<file path="src/hw/rtl/lfd_pkg.sv">
// ----------------------------------------------------------------------------
// lfd_pkg: shared types and constants for the lidar frame decoder
// Frame phase encoding, status codes, field widths and the decoded frame view.
// ----------------------------------------------------------------------------
`default_nettype none

package lfd_pkg;

  localparam int unsigned ByteW   = 8;
  localparam int unsigned DistW   = 20;
  localparam int unsigned WordW   = 16;
  localparam int unsigned TempW   = 17;
  localparam int unsigned StatW   = 2;
  localparam int unsigned PayLen  = 6;

  localparam logic [ByteW-1:0] HEADER_BYTE = 8'h59;
  localparam logic [DistW-1:0] LIMIT_RESET = 20'd10000;
  localparam logic signed [TempW-1:0] TEMP_OFFSET = 17'sd2048;

  // Frame phase: hunt, second header, six payload bytes, checksum.
  typedef enum logic [3:0] {
    PH_HUNT = 4'd0,
    PH_HDR2 = 4'd1,
    PH_PL0  = 4'd2,
    PH_PL1  = 4'd3,
    PH_PL2  = 4'd4,
    PH_PL3  = 4'd5,
    PH_PL4  = 4'd6,
    PH_PL5  = 4'd7,
    PH_CSUM = 4'd8
  } phase_t;

  typedef enum logic [StatW-1:0] {
    ST_VALID    = 2'd0,
    ST_CSUM_ERR = 2'd1,
    ST_RANGE    = 2'd2
  } frame_status_t;

  // Decoded view of the byte under work, from the parser to the top level.
  typedef struct packed {
    logic              last;      // byte under work is the checksum byte
    logic              sum_ok;    // running sum matches the checksum byte
    logic [WordW-1:0]  dist_cm;
    logic [WordW-1:0]  strength;
    logic [WordW-1:0]  temp_raw;
  } frame_info_t;

endpackage : lfd_pkg

`default_nettype wire

</file>
<file path="src/hw/rtl/lfd_channels.sv">
// ----------------------------------------------------------------------------
// lfd_channels: valid/ready channel interfaces of the lidar frame decoder
// One interface for received bytes, one for decoded frame results.
// ----------------------------------------------------------------------------
`default_nettype none

interface lfd_in_if
  import lfd_pkg::*;
  ();
  logic             valid;
  logic             ready;
  logic [ByteW-1:0] rx_byte;

  modport source (output valid, output rx_byte, input ready);
  modport sink   (input valid, input rx_byte, output ready);
endinterface : lfd_in_if

interface lfd_out_if
  import lfd_pkg::*;
  ();
  logic                    valid;
  logic                    ready;
  logic [DistW-1:0]        distance_mm;
  logic [WordW-1:0]        signal_strength;
  logic signed [TempW-1:0] temp_eighths;
  logic [StatW-1:0]        frame_status;

  modport source (output valid, output distance_mm, output signal_strength,
                  output temp_eighths, output frame_status, input ready);
  modport sink   (input valid, input distance_mm, input signal_strength,
                  input temp_eighths, input frame_status, output ready);
endinterface : lfd_out_if

`default_nettype wire

</file>
<file path="src/hw/rtl/lfd_byte_parser.sv">
// ----------------------------------------------------------------------------
// lfd_byte_parser: frame phase tracker, payload shift line and running sum
// Consumes one byte per strobe and reports the decoded frame on the last byte.
// ----------------------------------------------------------------------------
`default_nettype none

module lfd_byte_parser
  import lfd_pkg::*;
(
  input  wire logic             clk,
  input  wire logic             rst_n,
  input  wire logic             byte_vld,
  input  wire logic [ByteW-1:0] byte_in,
  output frame_info_t           frm
);

  phase_t           phase_r, phase_nxt;
  logic [ByteW-1:0] sum_r, sum_nxt;
  logic [ByteW-1:0] store_r [PayLen];
  logic             is_payload;

  // Next phase and running sum.
  always_comb begin
    phase_nxt  = phase_r;
    sum_nxt    = sum_r;
    is_payload = 1'b0;
    unique case (phase_r)
      PH_HUNT: begin
        if (byte_in == HEADER_BYTE) begin
          phase_nxt = PH_HDR2;
          sum_nxt   = HEADER_BYTE;
        end else begin
          phase_nxt = PH_HUNT;
        end
      end
      PH_HDR2: begin
        if (byte_in == HEADER_BYTE) begin
          phase_nxt = PH_PL0;
          sum_nxt   = sum_r + HEADER_BYTE;
        end else begin
          phase_nxt = PH_HUNT;
        end
      end
      PH_PL0, PH_PL1, PH_PL2, PH_PL3, PH_PL4, PH_PL5: begin
        phase_nxt  = phase_t'(phase_r + 4'd1);
        sum_nxt    = sum_r + byte_in;
        is_payload = 1'b1;
      end
      PH_CSUM: begin
        phase_nxt = PH_HUNT;
        sum_nxt   = '0;
      end
      default: begin
        // unused codes behave as hunting
        if (byte_in == HEADER_BYTE) begin
          phase_nxt = PH_HDR2;
          sum_nxt   = HEADER_BYTE;
        end else begin
          phase_nxt = PH_HUNT;
        end
      end
    endcase
  end

  // Decoded outputs; after six shifts store_r[0] holds payload byte 0.
  always_comb begin
    frm.last     = (phase_r == PH_CSUM);
    frm.sum_ok   = (sum_r == byte_in);
    frm.dist_cm  = {store_r[1], store_r[0]};
    frm.strength = {store_r[3], store_r[2]};
    frm.temp_raw = {store_r[5], store_r[4]};
  end

  always_ff @(posedge clk) begin
    if (!rst_n) begin
      phase_r <= PH_HUNT;
      sum_r   <= '0;
    end else if (byte_vld) begin
      phase_r <= phase_nxt;
      sum_r   <= sum_nxt;
    end
  end

  always_ff @(posedge clk) begin
    if (byte_vld && is_payload) begin
      for (int i = 0; i < PayLen - 1; i++) begin
        store_r[i] <= store_r[i+1];
      end
      store_r[PayLen-1] <= byte_in;
    end
  end

  a_sum_cleared_after_frame: assert property (
    @(posedge clk) disable iff (!rst_n)
    (byte_vld && frm.last) |=> (sum_r == '0) && (phase_r == PH_HUNT))
    else $error("running sum or phase not cleared after checksum byte");

  a_phase_in_range: assert property (
    @(posedge clk) disable iff (!rst_n)
    phase_r <= PH_CSUM)
    else $error("frame phase left the legal range");

  a_hdr2_sum_is_header: assert property (
    @(posedge clk) disable iff (!rst_n)
    (phase_r == PH_HDR2) |-> (sum_r == HEADER_BYTE))
    else $error("running sum wrong while awaiting second header");

endmodule : lfd_byte_parser

`default_nettype wire

</file>
<file path="src/hw/rtl/lidar_frame_decoder_unit.sv">
// ----------------------------------------------------------------------------
// lidar_frame_decoder_unit: nine-byte lidar serial frame decoder
// Hunts 0x59 0x59, collects six payload bytes, checks the sum and emits
// distance, strength, temperature and status once per frame.
// ----------------------------------------------------------------------------
//  channel | dir | transfer payload                                | handshake
//  --------+-----+--------------------------------------------------+-----------
//  in_ch   | in  | rx_byte[7:0]                                     | valid/ready
//  out_ch  | out | distance_mm, signal_strength, temp_eighths,      | valid/ready
//          |     | frame_status                                     |
//  cfg_*   | in  | cfg_wr_data[19:0] = distance limit in mm         | write enable
//
//  Flow: one byte per cycle sustained while no checksum byte stalls; each byte
//  is held in the input register, and a frame's result in the result register.
//  Reset: synchronous active-low rst_n returns to hunting the first header,
//  clears the running sum and loads the distance limit with 10000.
//  Stalls: only a checksum byte waits, and only while the result register
//  still holds an untaken result; other bytes keep flowing.
// ----------------------------------------------------------------------------
`default_nettype none

module lidar_frame_decoder_unit
  import lfd_pkg::*;
(
  input  wire logic             clk,
  input  wire logic             rst_n,
  input  wire logic             cfg_wr_en,
  input  wire logic [DistW-1:0] cfg_wr_data,
  lfd_in_if.sink                in_ch,
  lfd_out_if.source             out_ch
);

  logic [DistW-1:0] limit_r;

  // Input register
  logic             in_vld_r;
  logic [ByteW-1:0] in_byte_r;
  logic             in_xfer;
  logic             proc;

  // Result register
  logic                    out_vld_r;
  logic [DistW-1:0]        dist_r;
  logic [WordW-1:0]        strength_r;
  logic signed [TempW-1:0] temp_r;
  frame_status_t           status_r;
  logic                    out_load;

  frame_info_t             frm;
  logic [DistW-1:0]        dist_mm;
  frame_status_t           status_nxt;

  lfd_byte_parser u_parser (
    .clk      (clk),
    .rst_n    (rst_n),
    .byte_vld (proc),
    .byte_in  (in_byte_r),
    .frm      (frm)
  );

  // Advance the held byte unless it completes a frame and the result
  // register cannot take the new result this cycle.
  assign proc     = in_vld_r && (!frm.last || !out_vld_r || out_ch.ready);
  assign out_load = proc && frm.last;

  assign in_ch.ready = !in_vld_r || proc;
  assign in_xfer     = in_ch.valid && in_ch.ready;

  // cm to mm: x*10 = x*8 + x*2
  assign dist_mm = {1'b0, frm.dist_cm, 3'b000} + {3'b000, frm.dist_cm, 1'b0};

  // Checksum mismatch outranks the range check.
  always_comb begin
    priority if (!frm.sum_ok) begin
      status_nxt = ST_CSUM_ERR;
    end else if (dist_mm >= limit_r) begin
      status_nxt = ST_RANGE;
    end else begin
      status_nxt = ST_VALID;
    end
  end

  always_ff @(posedge clk) begin
    if (!rst_n) begin
      limit_r <= LIMIT_RESET;
    end else if (cfg_wr_en) begin
      limit_r <= cfg_wr_data;
    end
  end

  // Hold the byte until the parser takes it.
  always_ff @(posedge clk) begin
    if (!rst_n) begin
      in_vld_r <= 1'b0;
    end else if (in_xfer) begin
      in_vld_r <= 1'b1;
    end else if (proc) begin
      in_vld_r <= 1'b0;
    end
  end

  always_ff @(posedge clk) begin
    if (in_xfer) begin
      in_byte_r <= in_ch.rx_byte;
    end
  end

  // Result valid: set on a finished frame, drop once the sink takes it.
  always_ff @(posedge clk) begin
    if (!rst_n) begin
      out_vld_r <= 1'b0;
    end else if (out_load) begin
      out_vld_r <= 1'b1;
    end else if (out_ch.ready) begin
      out_vld_r <= 1'b0;
    end
  end

  always_ff @(posedge clk) begin
    if (out_load) begin
      dist_r     <= dist_mm;
      strength_r <= frm.strength;
      temp_r     <= $signed({1'b0, frm.temp_raw}) - TEMP_OFFSET;
      status_r   <= status_nxt;
    end
  end

  assign out_ch.valid           = out_vld_r;
  assign out_ch.distance_mm     = dist_r;
  assign out_ch.signal_strength = strength_r;
  assign out_ch.temp_eighths    = temp_r;
  assign out_ch.frame_status    = status_r;

  a_in_captured: assert property (
    @(posedge clk) disable iff (!rst_n)
    in_xfer |=> in_vld_r)
    else $error("accepted byte not held in input register");

  a_stall_only_on_full_result: assert property (
    @(posedge clk) disable iff (!rst_n)
    (in_vld_r && !proc) |-> (frm.last && out_vld_r && !out_ch.ready))
    else $error("input stalled without a blocked result");

  a_csum_flag_follows_sum: assert property (
    @(posedge clk) disable iff (!rst_n)
    out_load |=> out_vld_r && ((status_r == ST_CSUM_ERR) == $past(!frm.sum_ok)))
    else $error("checksum status does not match running sum compare");

endmodule : lidar_frame_decoder_unit

`default_nettype wire

</file>
<file path="src/flat_wrapper.sv">
// flat-port wrapper written by rule: the top's interface ports become plain ports
module lidar_frame_decoder_unit_flat import lfd_pkg::*;
  (clk, rst_n, cfg_wr_en, cfg_wr_data, in_ch_valid, in_ch_rx_byte, in_ch_ready, out_ch_valid, out_ch_distance_mm, out_ch_signal_strength, out_ch_temp_eighths, out_ch_frame_status, out_ch_ready);
  lfd_in_if in_ch_i ();
  lfd_out_if out_ch_i ();
  input  wire logic clk;
  input  wire logic rst_n;
  input  wire logic cfg_wr_en;
  input  wire logic [DistW-1:0] cfg_wr_data;
  input wire logic [$bits(in_ch_i.valid)-1:0] in_ch_valid;
  input wire logic [$bits(in_ch_i.rx_byte)-1:0] in_ch_rx_byte;
  output wire logic [$bits(in_ch_i.ready)-1:0] in_ch_ready;
  output wire logic [$bits(out_ch_i.valid)-1:0] out_ch_valid;
  output wire logic [$bits(out_ch_i.distance_mm)-1:0] out_ch_distance_mm;
  output wire logic [$bits(out_ch_i.signal_strength)-1:0] out_ch_signal_strength;
  output wire logic [$bits(out_ch_i.temp_eighths)-1:0] out_ch_temp_eighths;
  output wire logic [$bits(out_ch_i.frame_status)-1:0] out_ch_frame_status;
  input wire logic [$bits(out_ch_i.ready)-1:0] out_ch_ready;
  assign in_ch_i.valid = in_ch_valid;
  assign in_ch_i.rx_byte = in_ch_rx_byte;
  assign in_ch_ready = in_ch_i.ready;
  assign out_ch_valid = out_ch_i.valid;
  assign out_ch_distance_mm = out_ch_i.distance_mm;
  assign out_ch_signal_strength = out_ch_i.signal_strength;
  assign out_ch_temp_eighths = out_ch_i.temp_eighths;
  assign out_ch_frame_status = out_ch_i.frame_status;
  assign out_ch_i.ready = out_ch_ready;
  lidar_frame_decoder_unit u_core (.clk(clk), .rst_n(rst_n), .cfg_wr_en(cfg_wr_en), .cfg_wr_data(cfg_wr_data), .in_ch(in_ch_i), .out_ch(out_ch_i));
endmodule
</file>
<file path="config.mk">
export PLATFORM = sky130hd
export DESIGN_NAME = lidar_frame_decoder_unit_flat
export DESIGN_NICKNAME = d
export VERILOG_FILES = /design/src/hw/rtl/lfd_pkg.sv /design/src/hw/rtl/lfd_channels.sv /design/src/hw/rtl/lfd_byte_parser.sv /design/src/hw/rtl/lidar_frame_decoder_unit.sv /design/src/flat_wrapper.sv
export SDC_FILE = /design/constraint.sdc
export NUM_CORES = 1
export LEC_CHECK = 0
export CAP_MARGIN = 40
export CORE_MARGIN = 4
export CORE_UTILIZATION = 50
export CTS_CLUSTER_SIZE = 25
export DETAILED_ROUTE_END_ITERATION = 6
export DONT_BUFFER_PORTS = 1
export PLACE_DENSITY = 0.74
export SLEW_MARGIN = 40
export SYNTH_ARGS = -nofsm -noshare
export SYNTH_HDL_FRONTEND = slang
export SYNTH_SLANG_ARGS = --single-unit
</file>
<file path="constraint.sdc">
create_clock -name clk -period 3.7 [get_ports clk]
set_clock_uncertainty 0.2 [all_clocks]
set_input_delay 0.74 -clock clk [delete_from_list [all_inputs] [get_ports clk]]
set_output_delay 0.74 -clock clk [all_outputs]
set_load 0.01 [all_outputs]
</file>
==> reports/metrics.cfg, run 1 <==
[status]
status=completed

[yosys]
synth-main-ff-cell=edfxtp_1
syn_inst=489
syn_avg_cell_area_um2=13.1
ys_types=52
yosysWarnings=0
synth_edf_count=110
synthesis.nets=569
seq_area_frac_synth=0.622
yosysTopAreaCell=edfxtp_1
synth_top_area_frac=0.516
synth_seq_cells=144
async_reset_ff_frac=0
synth_area_leaders=edfxtp_1 (52%), dfxtp_1 (11%), ha_1 (8.8%), a21oi_1 (2.9%), mux2i_1 (2.3%)
syn_area_um2=6410

[floorplan]
die_area_um2=14700
die_w_um=121
io_pins=90
chipHeight_um=121
coreArea_um2=12600
start_util=0.510
num_rows=41

[clock_network]
cts-root-buf=clkbuf_16
path_clk_slew_ns=0.06
clkSinkCount=144
clk_path_buf_depth=2
cts_tree=yes
clk_latency_ns=0.42
htreeDepth=4
cts_buffers=17

[global_routing]
grt_pass1_vias=3894
gr-total-overflow=0
antenna_found_initial=0
grt_max_degree=32
grt_pass1_wl_um=19800
track_usage=0.181

[hold_path]
min_to=u_core.in_byte_r[6]
hold_path_startpoint=in_ch_rx_byte[6]
hold_depth=0
hold_path_class=in -> reg

[sta]
finalSetupViolCount=0
final_max_slew_viol_count=0
period_share=0.964
hold_viol_final=0
worst_pin_slew_ns=0.677
slew_headroom=0.548
min_period_ns=3.57
timing.fmax_mhz=280

[route]
drc_errors=0
vias=3748
first_pass_iters=4
ant_nets=0
viasPerCell=5.47
detail_route.iter0.violations=159
routedWlPerCell_um=18.1
routed_wl_um=12400

[worst_setup_path]
crit_required_ns=3.66
reg2reg_to=u_core.out_ch.frame_status[1]
rr_startpoint=u_core.u_parser.store_r[0][1]
ff2ff_setup_slack_ns=0.13
critical_path_class=reg -> reg
cp.arrival_ns=3.53
crit_fanout=6
cp-start-kind=flop
cp-end-kind=flop
startpoint=u_core.u_parser.store_r[0][1]
rr_worst_depth=13

[layout]
syn_to_final_growth_pct=12.0
final_util=0.571
nNetsFinal=581
drive_gt1_frac=0.105
antenna_cells=0
stdcell_count=685

[pwr]
p_leak_nw=2.70
ir_worst_vdd_uv=385
power_density_nw_per_um2=487

[placement]
port_buffers=0
globalplace.congestion=0.868
dp.cells=653
dp_hpwl_um=9050

[flow_run]
drv_cap=0

-- routing by layer --
layer | vias to the layer above | GRT usage | wire length, um
met5 | - | 0 | 0
met4 | 0 | 0.0777 | 179
met3 | 17 | 0.0578 | 670
met2 | 100 | 0.313 | 6650
met1 | 1805 | 0.205 | 4890
li1 | 1826 | - | -
-- cell usage in the layout (no fill, tap or decap), types with 11 or more instances in the layout --
master	n
edfxtp_1	110
ha_1	44
a21oi_1	35
dfxtp_1	34
inv_1	30
nor2_1	21
nor2b_1	20
nand2_1	19
o21ai_0	19
clkbuf_16	17
xor2_1	15
mux2i_1	15
a21o_1	13
xnor2_1	11
-- how the worst max path moves through the flow --
stage	endpoint	slack, ns	depth (start not counted)
4_1_cts	u_core.out_ch.frame_status[1]	0.003	14
5_1_grt	u_core.out_ch.frame_status[1]	-0.008	13
6_report	u_core.out_ch.frame_status[1]	0.13	13
2_1_floorplan	u_core.out_ch.frame_status[1]	0.43	13
3_3_place_gp	u_core.out_ch.frame_status[1]	0.20	14
3_5_place_dp	u_core.out_ch.frame_status[1]	0.02	14
-- registers in the layout, indices dropped and copies added (netlist names), 2 cells and up --
name,flops
u_core.in_byte_r,8
u_core.limit_r,20
u_core.out_ch.distance_mm,19
u_core.out_ch.frame_status,2
u_core.out_ch.signal_strength,16
u_core.out_ch.temp_eighths,17
u_core.u_parser.phase_r,4
u_core.u_parser.store_r,48
u_core.u_parser.sum_r,8
-- through the flow --
stage                     setup WS (ns)  setup TNS, ns  instance area (um2)  hold slack, ns  total power [mW]
final                             0.132              0                 7170           0.214              3.49
after floorplan                   0.427              0                 6410           0.221              1.96
after global routing           -0.00768       -0.00768                 7170           0.183              3.63
after global placement            0.204              0                 6620           0.226              1.99
after CTS                       0.00324              0                 7160           0.183              3.54
after detailed placement         0.0229              0                 6620           0.234              2.00
-- synthesized netlist by cell type, types with 2 or more instances --
| master | number |
|---|---|
| a211o_1 | 2 |
| a211oi_1 | 6 |
| a211oi_2 | 2 |
| a21o_1 | 13 |
| a21oi_1 | 37 |
| a21oi_2 | 3 |
| and2_1 | 3 |
| and3_1 | 5 |
| buf_2 | 4 |
| clkbuf_1 | 7 |
| dfxtp_1 | 34 |
| edfxtp_1 | 110 |
| fa_1 | 2 |
| ha_1 | 45 |
| inv_1 | 31 |
| mux2i_1 | 15 |
| nand2_1 | 19 |
| nand2b_1 | 10 |
| nand3_1 | 5 |
| nand3b_1 | 2 |
| nand4_1 | 5 |
| nor2_1 | 22 |
| nor2b_1 | 20 |
| nor3_1 | 2 |
| nor4_1 | 2 |
| nor4b_1 | 2 |
| o211ai_1 | 5 |
| o21a_1 | 3 |
| o21ai_0 | 21 |
| o21bai_1 | 3 |
| o221a_2 | 2 |
| o31a_1 | 2 |
| or2_2 | 2 |
| xnor2_1 | 11 |
| xor2_1 | 15 |
-- cell type report --
type                    count  area [um2]
clock buffers              17         425
clock inverters            14         108
fillers                   987        5400
inverters                  32         120
multi-input cells         301        2270
flip-flops and latches    144        3980
well taps                 172         215
repair buffers              5        50.0
-- power breakdown --
group	switching (mW)	total, mW	internal, mW
registers	0.0251	1.79	1.76
logic	0.0983	0.177	0.0783
clock network	0.667	1.53	0.860
total	0.790	3.49	2.70
-- critical path: stages, from the launching register on --
cell and delay (ns):
edfxtp_1 0.47, ha_1 0.35, a211oi_2 0.19, nor2_1 0.10, o31a_1 0.29, a32o_2 0.34
a32o_1 0.23, a21o_1 0.18, ha_1 0.29, and3_1 0.18, o21ai_0 0.13, a21oi_1 0.09
a211oi_1 0.19, a21oi_1 0.09
-- what timing repair did --
| action | CTS | global route |
|---|---|---|
| pin swaps | 0 | 6 |
| gates cloned | 0 | 0 |
| endpoints found under the setup margin | 1 | 1 |
| resized for setup | 1 | 6 |
| hold buffers | 0 | 0 |
| setup buffers | 0 | 1 |
-- logic make-up after synthesis --
| kind of cell | synth area share |
|---|---|
| compound gates | 0.112 |
| xor+xnor | 0.0355 |
| fa+ha+maj | 0.0941 |
| buf+inv | 0.0271 |
| flops | 0.622 |
| mux | 0.0234 |
| other cells | 0.000585 |
| simple gates | 0.0853 |
Note: power is estimated with default switching activity, not from simulation.
==> inputs of run 2 (changes only) <==
- CORE_UTILIZATION: 50 -> 25
- PLACE_DENSITY: 0.74 -> 0.46
==> run 2 against run 1 <==
  * Routed wire length is 13% higher
  * Via count rose by 1.1%
  * Combinational power about the same
  * Hold slack better by 0.0038 ns
  * Power up 2.9%
  * Critical path type unchanged
  * Critical endpoint unchanged
  * Highest routed layer unchanged
==> reports/metrics.cfg, run 2 (same netlist as run 1, synthesis figures left out) <==
[status]
status=completed

[pwr]
power_frac_seq=0.498
p_leak_nw=2.76
pwr-share-comb=0.049
internal_power_mw=2.77
netSwitchingFraction=0.227
p_clk_frac=0.453
power_density_nw_per_um2=482
p_sw_mw=0.817
ir_worst_vdd_uv=206

[worst_setup_path]
critical_path_class=reg -> reg
crit_fanout=6
cp_num_buf_inv=0
critical-path-top-delay-family=compound AO/OA/AOI/OAI gates
crit_required_ns=3.66
cp_slowest_cell=edfxtp_1
crit_chain=ha_1, a211oi_2, nor2_1, o31a_1, a32o_2, nor4b_4, a211o_1, ha_1, nor2b_1, o21ai_0, a21oi_1, a211oi_1, a21oi_1
cp_slowest_stage_delay_ns=0.44
cp-end-kind=flop
cp-start-kind=flop
cp.arrival_ns=3.49

[route]
first_pass_iters=4
vias=3790
routedWlPerCell_um=16.5
drc_errors=0
routed_wl_um=14000
detail_route.iter0.violations=206
ant_nets=0
viasPerCell=4.45

[floorplan]
die_area_um2=28300
chipHeight_um=168
start_util=0.254
coreArea_um2=25200
num_rows=58
io_pins=90
die_w_um=168

[sta]
finalSetupViolCount=0
period_share=0.955
fin_tns_setup_ns=0
hold_viol_final=0
min_period_ns=3.53
final_max_slew_viol_count=0
setup_ws_ns=0.168
worst_pin_slew_ns=0.674
slew_headroom=0.550
timing.fmax_mhz=283
rsz0062_at_grt=false

[clock_network]
cts_tree=yes
cts-root-buf=clkbuf_16
htreeDepth=4
clk_path_buf_depth=2
clkSinkCount=144
clk_latency_ns=0.42
path_clk_slew_ns=0.06
hold_buffers=0
cts_buffers=17

[layout]
antenna_cells=0
largest_register_ffs=48
final_area_um2=7440
drive_gt1_frac=0.113
largest_register=u_core.u_parser.store_r
mostFrequentLayoutCell=edfxtp_1
final_cell_mix=edfxtp_1 (110), ha_1 (44), a21oi_1 (36), dfxtp_1 (34), inv_1 (30)
nNetsFinal=588
syn_to_final_growth_pct=16.2

[placement]
dpl-instance-area_um2=6820
dp_slack_ns=0.0272
globalplace.congestion=0.782
port_buffers=0
dp_hpwl_um=10400

[global_routing]
track_usage=0.101
grt_pass1_wl_um=22100
gr-total-overflow=0
grt_max_degree=33
grt_pass1_vias=3935
antenna_found_initial=1

[flow_run]
drv_cap=0

[hold_path]
hold_path_class=in -> reg

[run 2: changes by cell type in the layout (fill, tap and decap cells not counted), moves of 2 or more]
cell | before | now
o21ai_1 | 2 | 0
buf_4 | 4 | 12
o21ai_0 | 19 | 21
clkinvlp_4 | 4 | 1
[run 2: layout make-up]
class | instances | area [um2]
Fill cell | 2488 | 17700
Sequential cell | 144 | 3980
Multi-Input combinational cell | 301 | 2280
Inverter | 32 | 120
Clock buffer | 18 | 429
Clock inverter | 14 | 128
Tap cell | 330 | 413
Timing Repair Buffer | 12 | 90.1
[run 2: worst register-to-register path, cell delays in order (launching register included)]
cell      delay [ns]
edfxtp_1        0.44
ha_1            0.34
a211oi_2        0.18
nor2_1          0.10
o31a_1          0.30
a32o_2          0.35
nor4b_4         0.28
a211o_1         0.18
ha_1            0.25
nor2b_1         0.13
o21ai_0         0.15
a21oi_1         0.09
a211oi_1        0.21
a21oi_1         0.09
[run 2: worst paths after layout]
check,start,to,slack (ns),depth (start not counted)
setup reg to reg,u_core.u_parser.store_r[0][3],u_core.out_ch.frame_status[1],0.17,13
hold reg to reg,u_core.u_parser.store_r[3][6],u_core.u_parser.store_r[2][6],0.24,0
hold / removal,in_ch_rx_byte[3],u_core.in_byte_r[3],0.22,0
setup / recovery,u_core.u_parser.store_r[0][3],u_core.out_ch.frame_status[1],0.17,13
[run 2: through the flow]
step	hold WS [ns]	power [mW]	cells	util
floorplan	0.221	1.96	489	-
global placement	0.232	1.99	813	0.271
detailed placement	0.234	2.00	813	0.271
CTS	0.195	3.64	845	0.293
global route	0.190	3.74	851	0.296
finish	0.218	3.59	851	0.296
[run 2: routing by layer]
layer | track usage | part of all wire | wire [um] | vias up
met5 | 0 | 0 | 0 | -
met4 | 0.0311 | 0.014 | 190 | 0
met3 | 0.0324 | 0.049 | 683 | 10
met2 | 0.173 | 0.50 | 7080 | 92
met1 | 0.122 | 0.43 | 6080 | 1837
li1 | - | - | - | 1851
[run 2: power groups by stage]
stage | logic [mW] | clock network, mW | registers (mW)
final | 0.177 | 1.63 | 1.79
after global routing | 0.203 | 1.75 | 1.79
after CTS | 0.176 | 1.68 | 1.79
after detailed placement | 0.175 | 0 | 1.82
after global placement | 0.171 | 0 | 1.82
after floorplan | 0.143 | 0 | 1.81
[run 2: repair_timing]
action / CTS / global route
resized for setup: 0 / 4
setup endpoints to repair: 0 / 1
buffers inserted: 0 / 6
==> inputs of run 3 (changes only) <==
- REMOVE_ABC_BUFFERS: unset -> 1
==> run 3 against run 2 <==
  * Register-to-register slack improved by 0.06 ns
  * Fmax is 1.7% higher
  * Critical path type unchanged
  * Clock-buffer cell count down 1
==> reports/metrics.cfg, run 3 (same netlist as run 1, synthesis figures left out) <==
[layout]
drive_gt1_frac=0.119
nNetsFinal=587
syn_to_final_growth_pct=16.3
stdcell_count=850
antenna_cells=0
fillers=2502
largest_register=u_core.u_parser.store_r
final_cell_mix=edfxtp_1 (110), ha_1 (43), a21oi_1 (35), dfxtp_1 (34), inv_1 (30)
mostFrequentLayoutCell=edfxtp_1
final_area_um2=7450
largest_register_ffs=48

[clock_network]
clkSinkCount=144
cts-root-buf=clkbuf_16
path_clk_slew_ns=0.07
cts_tree=yes
clk_latency_ns=0.42
htreeDepth=4
cts_buffers=17
clk_path_buf_depth=2
hold_buffers=0

[sta]
period_share=0.939
final_max_slew_viol_count=0
timing.fmax_mhz=288
fin_tns_setup_ns=0
min_period_ns=3.47
finalSetupViolCount=0
slew_headroom=0.542
hold_viol_final=0
worst_pin_slew_ns=0.685

[route]
wl_met3_um=685
met1_length_um=6110
detail_route.iter0.violations=173
ant_nets=0
drc_errors=0
routed_wl_um=14100
wl_met2_um=7120
viasPerCell=4.49
vias=3820
first_pass_iters=4
routedWlPerCell_um=16.6
top_layer=met4

[global_routing]
track_usage=0.101
grt_max_degree=34
gr-total-overflow=0
antenna_found_initial=0
grt_pass1_wl_um=21900
grt_pass1_vias=3889

[worst_setup_path]
crit_required_ns=3.67
cp-start-kind=flop
ff2ff_setup_slack_ns=0.23
crit_fanout=6
rr_worst_depth=13
rr_startpoint=u_core.u_parser.store_r[0][2]
cp-end-kind=flop
critical_path_class=reg -> reg
reg2reg_to=u_core.out_ch.frame_status[1]
cp.arrival_ns=3.44

[placement]
globalplace.congestion=0.786
dp.cells=813
port_buffers=0
dpl-instance-area_um2=6820
dp_hpwl_um=10200

[pwr]
p_leak_nw=2.75
power_density_nw_per_um2=489
ir_worst_vdd_uv=215

[hold_path]
hold_depth=0
hold_path_startpoint=in_ch_rx_byte[2]
hold_path_class=in -> reg
min_to=u_core.in_byte_r[2]

[floorplan]
io_pins=90
die_area_um2=28300
coreArea_um2=25200
die_w_um=168
chipHeight_um=168
start_util=0.254
num_rows=58

[status]
status=completed

[flow_run]
drv_cap=0

==> run 3: what timing repair did <==
item	CTS	global route
resized for setup	0	6
buffers inserted	0	5
endpoints found under the setup margin	0	1
==> run 3: layer usage <==
metal	global-route usage	vias to the layer above
li1	-	1837
met1	0.118	1866
met2	0.172	102
met3	0.0345	15
met4	0.0339	0
met5	0	-
==> run 3: where the power goes <==
part	internal, mW	leakage [nW]	switching [mW]
registers	1.76	1.27	0.0257
clock network	0.948	0.280	0.731
logic	0.0793	1.20	0.0969
total	2.79	2.75	0.853
==> run 3: stage by stage <==
step / utilization / hold WS [ns] / setup slack, ns / total power, mW
2_1_floorplan: - / 0.221 / -0.245 / 1.95
3_3_place_gp: 0.271 / 0.231 / 0.171 / 1.99
3_5_place_dp: 0.271 / 0.234 / 0.0466 / 2.00
4_1_cts: 0.294 / 0.183 / 0.0309 / 3.71
5_1_grt: 0.296 / 0.179 / -0.0245 / 3.81
6_report: 0.296 / 0.217 / 0.226 / 3.64
==> run 3: final cells by class <==
type / count / area, um2 / share of cell area
Clock buffer: 17 / 425 / 0.0571
Timing Repair Buffer: 11 / 82.6 / 0.0111
Sequential cell: 144 / 3980 / 0.534
Clock inverter: 15 / 148 / 0.0198
Tap cell: 330 / 413 / 0.0554
Inverter: 32 / 120 / 0.0161
Multi-Input combinational cell: 301 / 2280 / 0.306
==> run 3: how the worst max path moves through the flow <==
stage                                        startpoint                             to  slack (ns)  cells past startpoint
after floorplan                            out_ch_ready  u_core.out_ch.distance_mm[10]       -0.24                      3
after global placement    u_core.u_parser.store_r[0][0]  u_core.out_ch.frame_status[1]        0.17                     14
after detailed placement  u_core.u_parser.store_r[0][0]  u_core.out_ch.frame_status[1]        0.05                     14
after CTS                 u_core.u_parser.store_r[0][0]  u_core.out_ch.frame_status[1]        0.03                     14
after global routing      u_core.u_parser.store_r[0][2]  u_core.out_ch.frame_status[1]       -0.02                     13
final                     u_core.u_parser.store_r[0][2]  u_core.out_ch.frame_status[1]        0.23                     13
==> run 3: critical path, stage by stage, from the launching register on <==
cell and delay [ns]:
edfxtp_1 0.41, ha_1 0.38, o21ai_0 0.17, nor2_1 0.09, o31a_1 0.30, a32o_2 0.34
nor4b_2 0.28, a211o_1 0.17, ha_1 0.24, nor2b_1 0.13, o21ai_0 0.16, a21oi_1 0.10
a211oi_1 0.18, a21oi_1 0.09
